**config.mk**
```make
export PLATFORM = sky130hd
export DESIGN_NAME = smoothed_peak_direction_detector_core
export DESIGN_NICKNAME = d
export VERILOG_FILES = /design/src/sv/spdd_pkg.sv /design/src/sv/spdd_ctrl.sv /design/src/sv/spdd_dpath.sv /design/src/sv/smoothed_peak_direction_detector_core.sv
export SDC_FILE = /design/constraint.sdc
export NUM_CORES = 1
export LEC_CHECK = 0
export ABC_AREA = 0
export BUFFER_PORTS_ARGS = -buffer_cell sky130_fd_sc_hd__buf_2
export CORE_UTILIZATION = 40
export DETAILED_ROUTE_END_ITERATION = 8
export GPL_TIMING_DRIVEN = 0
export PLACE_DENSITY = 0.67
export SYNTH_ARGS = -nofsm -noshare
export SYNTH_HDL_FRONTEND = slang
export SYNTH_SLANG_ARGS = --single-unit
export TNS_END_PERCENT = 50
```
**constraint.sdc**
```tcl
create_clock -name i_clk -period 22.5 [get_ports i_clk]
set_input_delay 2.25 -clock i_clk [delete_from_list [all_inputs] [get_ports i_clk]]
set_output_delay 2.25 -clock i_clk [all_outputs]
set_load 0.005 [all_outputs]
```
**src/sv/spdd_pkg.sv**
```systemverilog
// Package for the smoothed peak direction detector: widths, codes, control types.
package spdd_pkg;

    localparam int DATA_W     = 16;
    localparam int WINDOW_DEF = 8;
    localparam int APB_DW     = 32;
    localparam int APB_AW     = 3;

    localparam logic [1:0] TREND_UNKNOWN = 2'd0;
    localparam logic [1:0] TREND_RISING  = 2'd1;
    localparam logic [1:0] TREND_FALLING = 2'd2;

    localparam logic REG_THRESHOLD  = 1'b0;
    localparam logic REG_HYSTERESIS = 1'b1;

    typedef struct packed {
        logic load;
        logic acc;
        logic step;
        logic eval;
    } t_cmd;

    typedef struct packed {
        logic out_stall;
    } t_sts;

endpackage

```
**src/sv/spdd_ctrl.sv**
```systemverilog
// Sequencer for the detector: accept, accumulate, divide, evaluate.
module spdd_ctrl #(
    parameter int SUM_W = 19
) (
    input  logic          i_clk,
    input  logic          i_rst_n,
    input  logic          i_valid,
    output logic          o_ready,
    input  spdd_pkg::t_sts i_sts,
    output spdd_pkg::t_cmd o_cmd
);

    localparam int CNT_W = $clog2(SUM_W);

    localparam logic [1:0] ST_IDLE = 2'd0;
    localparam logic [1:0] ST_ACC  = 2'd1;
    localparam logic [1:0] ST_DIV  = 2'd2;
    localparam logic [1:0] ST_EVAL = 2'd3;

    logic [1:0]       r_state, n_state;
    logic [CNT_W-1:0] r_cnt, n_cnt;

    always_comb begin
        n_state    = r_state;
        n_cnt      = r_cnt;
        o_cmd      = '0;
        o_ready    = 1'b0;
        case (r_state)
            ST_IDLE: begin
                o_ready = 1'b1;
                if (i_valid) begin
                    o_cmd.load = 1'b1;
                    n_state    = ST_ACC;
                end
            end
            ST_ACC: begin
                o_cmd.acc = 1'b1;
                n_cnt     = CNT_W'(SUM_W - 1);
                n_state   = ST_DIV;
            end
            ST_DIV: begin
                o_cmd.step = 1'b1;
                if (r_cnt == '0) begin
                    n_state = ST_EVAL;
                end else begin
                    n_cnt = r_cnt - 1'b1;
                end
            end
            ST_EVAL: begin
                if (!i_sts.out_stall) begin
                    o_cmd.eval = 1'b1;
                    n_state    = ST_IDLE;
                end
            end
            default: begin
                n_state = ST_IDLE;
            end
        endcase
    end

    always_ff @(posedge i_clk) begin
        if (!i_rst_n) begin
            r_state <= ST_IDLE;
            r_cnt   <= '0;
        end else begin
            r_state <= n_state;
            r_cnt   <= n_cnt;
        end
    end

endmodule

```
**src/sv/spdd_dpath.sv**
```systemverilog
// Datapath: sample ring, running sum, serial divider, peak tracking, output register.
module spdd_dpath #(
    parameter int WINDOW = spdd_pkg::WINDOW_DEF,
    parameter int SUM_W  = 19
) (
    input  logic                                i_clk,
    input  logic                                i_rst_n,
    input  spdd_pkg::t_cmd                      i_cmd,
    output spdd_pkg::t_sts                      o_sts,
    input  logic signed [spdd_pkg::DATA_W-1:0]  i_sample,
    input  logic signed [spdd_pkg::DATA_W-1:0]  i_threshold,
    input  logic        [spdd_pkg::DATA_W-1:0]  i_hysteresis,
    output logic                                o_valid,
    input  logic                                i_ready,
    output logic                                o_peak_event,
    output logic signed [spdd_pkg::DATA_W-1:0]  o_peak_value,
    output logic                                o_peak_direction
);

    localparam int DW     = spdd_pkg::DATA_W;
    localparam int FILL_W = $clog2(WINDOW + 1);
    localparam int SLOT_W = (WINDOW > 1) ? $clog2(WINDOW) : 1;

    logic signed [DW-1:0]     r_ring [WINDOW];
    logic signed [DW-1:0]     r_rd;
    logic signed [DW-1:0]     r_sample;
    logic signed [SUM_W-1:0]  r_sum;
    logic [FILL_W-1:0]        r_fill;
    logic [SLOT_W-1:0]        r_slot;

    logic [SUM_W-1:0]         r_quo;
    logic [FILL_W-1:0]        r_rem;
    logic [FILL_W-1:0]        r_div;
    logic                     r_neg;

    logic signed [DW-1:0]     r_prev;
    logic signed [DW-1:0]     r_peak;
    logic                     r_tracking;
    logic [1:0]               r_trend;

    logic                     r_out_valid;
    logic                     r_ev;
    logic signed [DW-1:0]     r_pv;
    logic                     r_pd;

    logic                     full;
    logic signed [SUM_W-1:0]  n_sum;
    logic [FILL_W-1:0]        n_fill;
    logic [SLOT_W-1:0]        n_slot;
    logic [SUM_W-1:0]         mag;

    logic [FILL_W:0]          rem_sh;
    logic [FILL_W:0]          rem_diff;

    logic signed [DW-1:0]     q16;
    logic signed [DW-1:0]     s;
    logic                     above;
    logic                     start;
    logic signed [DW-1:0]     peak_cur;
    logic [1:0]               trend_cur;
    logic                     newmax;
    logic signed [DW-1:0]     n_peak;
    logic [1:0]               n_trend;
    logic signed [DW:0]       drop;
    logic                     drop_ok;
    logic                     ev;

    assign o_sts.out_stall = r_out_valid && !i_ready;

    // window accumulate
    always_comb begin
        full   = (r_fill == FILL_W'(WINDOW));
        n_fill = full ? r_fill : r_fill + 1'b1;
        n_slot = (r_slot == SLOT_W'(WINDOW - 1)) ? '0 : r_slot + 1'b1;
        n_sum  = r_sum + SUM_W'(r_sample) - (full ? SUM_W'(r_rd) : '0);
        mag    = n_sum[SUM_W-1] ? SUM_W'(-n_sum) : SUM_W'(n_sum);
    end

    // restoring divide, one quotient bit per step
    always_comb begin
        rem_sh   = {r_rem, r_quo[SUM_W-1]};
        rem_diff = rem_sh - {1'b0, r_div};
    end

    // peak tracking
    always_comb begin
        q16       = r_quo[DW-1:0];
        s         = r_neg ? -q16 : q16;
        above     = (s > i_threshold);
        start     = above && !r_tracking;
        peak_cur  = start ? s : r_peak;
        trend_cur = start ? spdd_pkg::TREND_UNKNOWN : r_trend;
        newmax    = above && (s > peak_cur);
        n_peak    = newmax ? s : peak_cur;
        if (newmax) begin
            n_trend = (s >= r_prev) ? spdd_pkg::TREND_RISING : spdd_pkg::TREND_FALLING;
        end else begin
            n_trend = trend_cur;
        end
        drop    = (DW + 1)'(n_peak) - (DW + 1)'(s);
        drop_ok = ($signed({drop[DW], drop}) >= $signed({2'b00, i_hysteresis}));
        ev      = above && drop_ok && (n_trend != spdd_pkg::TREND_UNKNOWN);
    end

    always_ff @(posedge i_clk) begin
        if (i_cmd.load) begin
            r_sample <= i_sample;
            r_rd     <= r_ring[r_slot];
        end
        if (i_cmd.acc) begin
            r_ring[r_slot] <= r_sample;
        end
    end

    always_ff @(posedge i_clk) begin
        if (i_cmd.acc) begin
            r_quo <= mag;
            r_rem <= '0;
            r_div <= n_fill;
            r_neg <= n_sum[SUM_W-1];
        end else if (i_cmd.step) begin
            if (!rem_diff[FILL_W]) begin
                r_rem <= rem_diff[FILL_W-1:0];
                r_quo <= {r_quo[SUM_W-2:0], 1'b1};
            end else begin
                r_rem <= rem_sh[FILL_W-1:0];
                r_quo <= {r_quo[SUM_W-2:0], 1'b0};
            end
        end
        if (i_cmd.eval) begin
            r_ev <= ev;
            r_pv <= ev ? n_peak : '0;
            r_pd <= ev && (n_trend == spdd_pkg::TREND_FALLING);
        end
    end

    always_ff @(posedge i_clk) begin
        if (!i_rst_n) begin
            r_sum       <= '0;
            r_fill      <= '0;
            r_slot      <= '0;
            r_prev      <= '0;
            r_peak      <= '0;
            r_tracking  <= 1'b0;
            r_trend     <= spdd_pkg::TREND_UNKNOWN;
            r_out_valid <= 1'b0;
        end else begin
            if (i_cmd.acc) begin
                r_sum  <= n_sum;
                r_fill <= n_fill;
                r_slot <= n_slot;
            end
            if (i_cmd.eval) begin
                if (above) begin
                    r_peak  <= n_peak;
                    r_trend <= n_trend;
                end
                r_tracking  <= above && !ev;
                r_prev      <= s;
                r_out_valid <= 1'b1;
            end else if (i_ready) begin
                r_out_valid <= 1'b0;
            end
        end
    end

    assign o_valid          = r_out_valid;
    assign o_peak_event     = r_ev;
    assign o_peak_value     = r_pv;
    assign o_peak_direction = r_pd;

endmodule

```
**src/sv/smoothed_peak_direction_detector_core.sv**
```systemverilog
// Top level of the smoothed peak direction detector: register port, sequencer and datapath.
// Each sample transaction yields one result transaction. Each sample is accepted and its
// ring slot read, then the running sum is updated, then the sum (SUM_W = 16 + clog2(WINDOW)
// bits) is divided bit-serially by the fill count, and then the peak tracker is evaluated
// into the output register. A new sample is taken while a finished result still waits;
// evaluation holds only if the output register is still occupied. Registers: 0x0
// level_threshold (signed 16 bit), 0x4 drop_hysteresis (unsigned 16 bit); write them only
// while the block is idle.
module smoothed_peak_direction_detector_core #(
    parameter int WINDOW = spdd_pkg::WINDOW_DEF
) (
    input  logic                                i_clk,
    input  logic                                i_rst_n,
    input  logic                                i_valid,
    output logic                                o_ready,
    input  logic signed [spdd_pkg::DATA_W-1:0]  i_sample,
    output logic                                o_valid,
    input  logic                                i_ready,
    output logic                                o_peak_event,
    output logic signed [spdd_pkg::DATA_W-1:0]  o_peak_value,
    output logic                                o_peak_direction,
    input  logic                                psel,
    input  logic                                penable,
    input  logic                                pwrite,
    input  logic [spdd_pkg::APB_AW-1:0]         paddr,
    input  logic [spdd_pkg::APB_DW-1:0]         pwdata,
    output logic [spdd_pkg::APB_DW-1:0]         prdata,
    output logic                                pready
);

    localparam int DW    = spdd_pkg::DATA_W;
    localparam int SUM_W = DW + $clog2(WINDOW);

    logic signed [DW-1:0] r_threshold;
    logic        [DW-1:0] r_hysteresis;
    logic                 wr_en;
    spdd_pkg::t_cmd       cmd;
    spdd_pkg::t_sts       sts;

    assign pready = 1'b1;
    assign wr_en  = psel && penable && pwrite && pready;

    always_ff @(posedge i_clk) begin
        if (!i_rst_n) begin
            r_threshold  <= '0;
            r_hysteresis <= '0;
        end else if (wr_en) begin
            case (paddr[2])
                spdd_pkg::REG_THRESHOLD:  r_threshold  <= pwdata[DW-1:0];
                spdd_pkg::REG_HYSTERESIS: r_hysteresis <= pwdata[DW-1:0];
                default: ;
            endcase
        end
    end

    always_comb begin
        case (paddr[2])
            spdd_pkg::REG_THRESHOLD:  prdata = spdd_pkg::APB_DW'(r_threshold);
            spdd_pkg::REG_HYSTERESIS: prdata = {{(spdd_pkg::APB_DW - DW){1'b0}}, r_hysteresis};
            default:                  prdata = '0;
        endcase
    end

    spdd_ctrl #(
        .SUM_W (SUM_W)
    ) u_ctrl (
        .i_clk   (i_clk),
        .i_rst_n (i_rst_n),
        .i_valid (i_valid),
        .o_ready (o_ready),
        .i_sts   (sts),
        .o_cmd   (cmd)
    );

    spdd_dpath #(
        .WINDOW (WINDOW),
        .SUM_W  (SUM_W)
    ) u_dpath (
        .i_clk            (i_clk),
        .i_rst_n          (i_rst_n),
        .i_cmd            (cmd),
        .o_sts            (sts),
        .i_sample         (i_sample),
        .i_threshold      (r_threshold),
        .i_hysteresis     (r_hysteresis),
        .o_valid          (o_valid),
        .i_ready          (i_ready),
        .o_peak_event     (o_peak_event),
        .o_peak_value     (o_peak_value),
        .o_peak_direction (o_peak_direction)
    );

endmodule

```
# Word level (Yosys, flattened, before mapping)

Memory sizes are Yosys's and may differ from the RTL's. A register that Yosys moved wholly into a read port is not among the register bits.
Cells that the tools add are included.

Add/sub/neg operators: 9
Multipliers: 0
Div/mod/pow operators: 0
Magnitude comparators: 4
Equal/unequal tests: 10
Shifts and indexed selects: 0
Mux-type cells: 32
Bitwise operators: 1
Reduce and logical (&&, ||, !) cells: 23

Operators with widths:

| cell                                                               | count |
|---|---|
| 19-bit 2-to-1 mux                                                  | 4 |
| 32-bit case mux with 2 select lines                                | 1 |
| 16-bit 2-to-1 mux                                                  | 3 |
| 16-bit greater-than comparator                                     | 2 |
| 19-bit adder                                                       | 1 |
| 19-bit negation                                                    | 1 |
| 19-bit subtractor                                                  | 1 |
| 17-bit greater-or-equal comparator                                 | 1 |
| 16-bit by 16-bit subtractor with 17-bit output                     | 1 |
| 16-bit greater-or-equal comparator                                 | 1 |
| 16-bit negation                                                    | 1 |
| 1-bit 2-to-1 mux                                                   | 12 |
| 2-bit 2-to-1 mux                                                   | 6 |
| 5-bit case mux with 2 select lines                                 | 1 |
| 1-bit logical AND                                                  | 9 |
| 4-bit 2-to-1 mux                                                   | 2 |
| 2-bit case mux with 4 select lines                                 | 1 |
| 2-bit AND reduction                                                | 4 |
| 2-bit nonzero test                                                 | 4 |
| 2-bit == test, second input constant                               | 3 |
| 2-bit inequality test, second input constant                       | 3 |
| 5-bit logical NOT                                                  | 1 |
| 5-bit 2-to-1 mux                                                   | 1 |
| 5-bit by 1-bit subtractor with 5-bit output, second input constant | 1 |
| 12 further kinds                                                   | 14 |

Bits in registers: 163
Latch bits: 0
Bits in writable memories: 128
Bits in read-only memories: 0
Input port bits: 58
Output and inout port bits: 53
Word-level logic and storage cells: 100
Memories kept: 1

Memories:

| memory         | depth | width | read ports | clocked after Yosys merged registers in | write ports | line             | source |
|---|---|---|---|---|---|---|---|
| u_dpath.r_ring | 8     | 16    | 1          | 1                                       | 1           | spdd_dpath.sv:24 | `logic signed [DW-1:0] r_ring [WINDOW];` |

# Logic depth before layout (Yosys ltp)

Depth after elaboration: 14
Gate-level depth with buffers: 48
Depth with buffers taken out: 46

# Modules after synthesis

Synthesis repeated with hierarchy kept, for this count alone.

Cells, all modules: 1492
Area, all modules: 16976.3 um^2

Modules (own cells, without submodules):

| module                                | times used | cells each | area an instance (um^2) | sequential area each (um^2) |
|---|---|---|---|---|
| spdd_dpath                            | 1          | 1285       | 14946.8                 | 7387.1 |
| smoothed_peak_direction_detector_core | 1          | 158        | 1572.8                  | 640.6 |
| spdd_ctrl                             | 1          | 49         | 456.7                   | 140.1 |

# Worst setup path before layout

OpenSTA, ideal clock, no wires.

Kind: reg2reg
From: reg u_dpath.r_quo[7]
To: reg u_dpath.r_pv[12] (netlist: u_dpath.o_peak_value[12]), data pin
Setup time: 167 ps
Arrival: 9946 ps
Data required time: 22333 ps
Setup slack: 12387 ps
Cell stages (with the launch flop): 45
Path buffers: 4
Period minus slack after synthesis: 10113 ps
Path through: edfxtp_1 or4_1 or4_1 o31a_1 xnor2_1 inv_1 ha_1 nand4_1 nor3_1 o21a_1 nand3b_1 o211ai_1 nor2_1 clkbuf_1 nand2_1 o21ai_0 ha_1 nor2b_1 [... 9 more ...] ha_1 or2_2 a21oi_1 a211oi_1 o31a_1 or2_2 o21ai_0 xnor2_1 ha_1 nand3_1 a21boi_0 o2111ai_1 a31oi_1 o211ai_1 a211oi_1 o2111ai_1 clkbuf_1 a211oi_1

Cells in the longest elaborated chain, start to end: 12
Elaborated cells between the ends (all ways): 17
Classes of those cells: add/sub: 2; order compare: 4; mux: 6; reduce/logical: 5

RTL lines:

| item                                               | line              | source |
|---|---|---|
| start, declared                                    | spdd_dpath.sv:31  | `logic [SUM_W-1:0] r_quo;` |
| start signal, assigned                             | spdd_dpath.sv:117 | `r_quo <= mag;` |
| start signal, assigned                             | spdd_dpath.sv:124 | `r_quo <= {r_quo[SUM_W-2:0], 1'b1};` |
| start signal, assigned                             | spdd_dpath.sv:127 | `r_quo <= {r_quo[SUM_W-2:0], 1'b0};` |
| 16-bit negation (*)                                | spdd_dpath.sv:88  | `s = r_neg ? -q16 : q16;` |
| 16-bit 2-to-1 mux (*)                              | spdd_dpath.sv:88  |  |
| named net u_dpath.s[15]                            | spdd_dpath.sv:56  | `logic signed [DW-1:0] s;` |
| 16-bit greater-than comparator                     | spdd_dpath.sv:89  | `above = (s > i_threshold);` |
| 1-bit logical AND                                  | spdd_dpath.sv:90  | `start = above && !r_tracking;` |
| 16-bit 2-to-1 mux                                  | spdd_dpath.sv:91  | `peak_cur = start ? s : r_peak;` |
| 16-bit greater-than comparator                     | spdd_dpath.sv:93  | `newmax = above && (s > peak_cur);` |
| 1-bit logical AND                                  | spdd_dpath.sv:93  |  |
| 16-bit 2-to-1 mux (*)                              | spdd_dpath.sv:94  | `n_peak = newmax ? s : peak_cur;` |
| named net u_dpath.n_peak[5]                        | spdd_dpath.sv:62  | `logic signed [DW-1:0] n_peak;` |
| 16-bit by 16-bit subtractor with 17-bit output (*) | spdd_dpath.sv:100 | `drop = (DW + 1)'(n_peak) - (DW + 1)'(s);` |
| 17-bit greater-or-equal comparator (*)             | spdd_dpath.sv:101 | `drop_ok = ($signed({drop[DW], drop}) >= $signed({2'b00, i_hysteresis}));` |
| 1-bit logical AND (*) (2 in a row)                 | spdd_dpath.sv:102 | `ev = above && drop_ok && (n_trend != spdd_pkg::TREND_UNKNOWN);` |
| end signal, assigned                               | spdd_dpath.sv:132 | `r_pv <= ev ? n_peak : '0;` |
| end, declared                                      | spdd_dpath.sv:43  | `logic signed [DW-1:0] r_pv;` |

Mark *: on every way through the listed nets, which the timed path passes. The rest lies on a longest branch.
A chain may end at the register's enable or synchronous reset.

# Worst setup path after layout

From: reg u_dpath.r_quo[5]
To: reg u_dpath.r_pv[9] (netlist: u_dpath.o_peak_value[9]), data pin

Cells in the longest elaborated chain, start to end: 12
Elaborated cells between the ends (all ways): 17
Classes of those cells: add/sub: 2; order compare: 4; mux: 6; reduce/logical: 5

RTL lines:

| item                                           | line |
|---|---|
| 16-bit negation (*)                            | spdd_dpath.sv:88 |
| 16-bit 2-to-1 mux (*)                          | spdd_dpath.sv:88 |
| named net u_dpath.s[15]                        | spdd_dpath.sv:56 |
| 16-bit greater-than comparator                 | spdd_dpath.sv:89 |
| 1-bit logical AND                              | spdd_dpath.sv:90 |
| 16-bit 2-to-1 mux                              | spdd_dpath.sv:91 |
| 16-bit greater-than comparator                 | spdd_dpath.sv:93 |
| 1-bit logical AND                              | spdd_dpath.sv:93 |
| 16-bit 2-to-1 mux                              | spdd_dpath.sv:94 |
| 16-bit by 16-bit subtractor with 17-bit output | spdd_dpath.sv:100 |
| 17-bit greater-or-equal comparator             | spdd_dpath.sv:101 |
| 1-bit logical AND (2 in a row)                 | spdd_dpath.sv:102 |

Marked as above.

==> impl_metrics.json <==
{
  "max_freq_ghz": 0.0758,
  "path_clk_slew_ns": 0.06,
  "nets": 1882,
  "portBuffers": 89,
  "finish.utilization_pct": 46.7,
  "core-area_sq_um": 41100,
  "place.gp.congestion": 0.914,
  "outcome": "finished with violations",
  "worst_setup_path_start_kind": "flip-flop",
  "cp.arrival_ns": 13.54,
  "routedWlPerCell_microns": 17.4,
  "numCtsBuffers": 35,
  "min_period_ns": 13.19,
  "slew_violations": 0,
  "syn_inst": 1554,
  "drive_gt1_share_pct": 14.6,
  "cts_buffer_depth": 3,
  "yosys.cell_types.count": 68,
  "cts_tree": "built",
  "crit-reg2reg-launch": "u_dpath.r_quo[5]",
  "synth_top_area_cell": "edfxtp_1",
  "num_vias": 11900,
  "dr.first_iter.drc_count": 700,
  "relSlewSlack_pct": 36.3,
  "insertion_delay_ns": 0.56,
  "regToRegSetupSlack_ns": 9.31,
  "reg2reg_depth": 45,
  "seq_area_frac_synth_pct": 48.8,
  "hold_viol": 0,
  "violations": "design-rule violations",
  "drc": 8,
  "crit_fanout": 10,
  "setup_slack_ns": 9.31,
  "synth_flop_cell": "edfxtp_1",
  "maxCapViolations": 0,
  "via_per_inst": 5.28,
  "routed_wl_microns": 39100,
  "firstDrtPassIters": 9,
  "finalCritPeriodShare_pct": 58.6,
  "syn-num-nets": 1747,
  "crit_type": "reg2reg",
  "grt-ovfl-total": 0,
  "hold_path_class": "reg2reg",
  "async_reset_ff_share_pct": 0,
  "fp.dieH_microns": 207,
  "antenna_cells": 0,
  "grt_pass1_vias": 12000,
  "setup-tns-final_ns": 0,
  "io_pins": 111,
  "area_growth_pct": 14.6,
  "required_ns": 22.85,
  "hold_path_end": "r_threshold[10]",
  "antenna_found_initial": 0,
  "synth_edf_count": 202,
  "htreeDepth": 2,
  "start_util_pct": 40.7,
  "dieArea_sq_um": 42700,
  "cts-root-buf": "clkbuf_16",
  "hp-start": "r_threshold[10]",
  "antenna_left": 0,
  "slowest_delay_ns": 0.58,
  "track_usage_pct": 18.8,
  "cts_sinks": 307,
  "tightest_slew_ns": 0.950,
  "synth_most_common_cell": "edfxtp_1",
  "dp_hpwl_microns": 29400,
  "syn_area_per_cell_sq_um": 10.8,
  "hold_depth": 2,
  "synth_area_sq_um": 16800,
  "postCtsResizedCells": 0,
  "synthTopCellsByCount": "edfxtp_1, inv_1, nand2_1",
  "rows": 74,
  "ys_ff_latch": 307,
  "ys_warn_count": 0,
  "synth_area_leaders": "edfxtp_1, dfxtp_1, ha_1",
  "yosysTopAreaCellShare_pct": 36.2,
  "setup_viol": 0,
  "crit_path_end_kind": "flip-flop",
  "dp_slack_ns": 9.68,
  "crit_slowest_cell": "xnor2_1",
  "reg2reg_to": "u_dpath.o_peak_value[9]",
  "cts_setup_buffers": 0,
  "rsz0062_at_grt": "false",
  "ctsHoldBuffers": 0,
  "grt_max_degree": 33,
  "grt_first_pass_wirelength_microns": 62000,
  "finClkSkew_ns": 0.0264,
  "die_w_microns": 207
}
[layout make-up]
class | instances | area, sq um
clock buffer | 39 | 891
clock inverter | 23 | 279
sequential | 307 | 8170
multi-input combinational | 1003 | 7620
fill | 3742 | 21900
tap | 532 | 666
inverter | 167 | 627
timing repair buffer | 98 | 582
buffer | 77 | 368
[routing by layer]
layer	vias to the layer above	track usage (%)	part of all wire [%]
li1	5798	-	-
met1	5669	21.9	42
met2	301	34.0	51
met3	92	2.64	4.0
met4	0	8.67	3.8
met5	-	0	0
[flip-flops by register name, summed over array words and instances (netlist names), 2 cells and up]
register,flops
u_dpath.r_rem,4
u_dpath.r_sample,16
u_dpath.r_quo,19
u_dpath.r_trend,2
u_dpath.r_rd,16
u_dpath.r_peak,16
u_dpath.r_slot,3
u_dpath.r_fill,4
u_ctrl.r_cnt,5
r_threshold,16
u_dpath.o_peak_value,16
u_dpath.r_div,4
r_hysteresis,16
u_ctrl.r_state,2
u_dpath.r_ring,128
u_dpath.r_sum,19
u_dpath.r_prev,16
[worst max-delay path by stage]
stage	from	endpoint	slack (ns)	depth (start not counted)
detailed placement	u_dpath.r_quo[5]	u_dpath.o_peak_value[9]	9.68	45
floorplan	u_dpath.r_quo[7]	u_dpath.o_peak_value[12]	12.39	44
CTS	u_dpath.r_quo[5]	u_dpath.o_peak_value[9]	9.53	45
global route	u_dpath.r_quo[7]	u_dpath.o_peak_value[9]	8.38	45
finish	u_dpath.r_quo[5]	u_dpath.o_peak_value[9]	9.31	45
global placement	u_dpath.r_quo[5]	u_dpath.o_peak_value[9]	9.74	45
[placed cells by master, fill, tap and decap left out, types with 7 or more instances in the layout]
cell       netlist  final
clkinv_1         0      7
inv_1          165    165
nor4_1           8      8
nand3_1         23     23
buf_8            0      7
clkbuf_1        47     50
and2_1          21     20
or3_1            7      7
mux2_2          22     22
a21o_1          21     21
fa_1            20     20
xnor2_1         39     39
nor3_1          18     16
buf_2            5     94
nor2_1         120    114
nand4_1         13     13
clkbuf_16        0     35
o21a_1          16     16
a21oi_1        100    100
a211oi_1        42     42
buf_4           19     19
xor2_1          30     30
nor2b_1         11     11
nand2_1        139    139
mux4_2          32     32
o31ai_1         11     11
o211a_1         13     13
ha_1           115    115
o21ai_0         59     59
edfxtp_1       202    202
nand2b_1        14     14
dfxtp_1        105    105
mux2i_1         25     25
[per-stage QoR]
stage / cells / area, sq um / hold slack, ns
2_1_floorplan: 1554 / 16800 / 0.436
3_3_place_gp: 2175 / 17900 / 0.443
3_5_place_dp: 2184 / 18000 / 0.447
4_1_cts: 2246 / 19200 / 0.455
5_1_grt: 2246 / 19200 / 0.479
6_report: 2246 / 19200 / 0.454
[cells by family after synthesis]
| kind of cell | after synthesis | synth area share [%] |
|---|---|---|
| AOI/OAI and AO/OA | 311 | 12.0 |
| xor gates and xnor gates | 69 | 3.61 |
| buffers and inverters | 244 | 5.93 |
| and+or+nand+nor | 408 | 11.4 |
| muxes | 79 | 7.28 |
| DFF | 307 | 48.8 |
| other | 1 | 0.0224 |
| adders and majority gates | 135 | 11.0 |
[worst max-delay path: cells and delay by family (launching register included)]
family | cells | cell delay (ns)
and+or+nand+nor | 12 | 3.27
muxes | 1 | 0.50
buffers and inverters | 4 | 1.53
xor gates and xnor gates | 2 | 0.68
AOI/OAI and AO/OA | 21 | 4.91
DFF | 1 | 0.49
adders and majority gates | 5 | 1.58
Power is not shown: default switching activity piles up to over one toggle a cycle in this logic, so the estimate is an artifact.
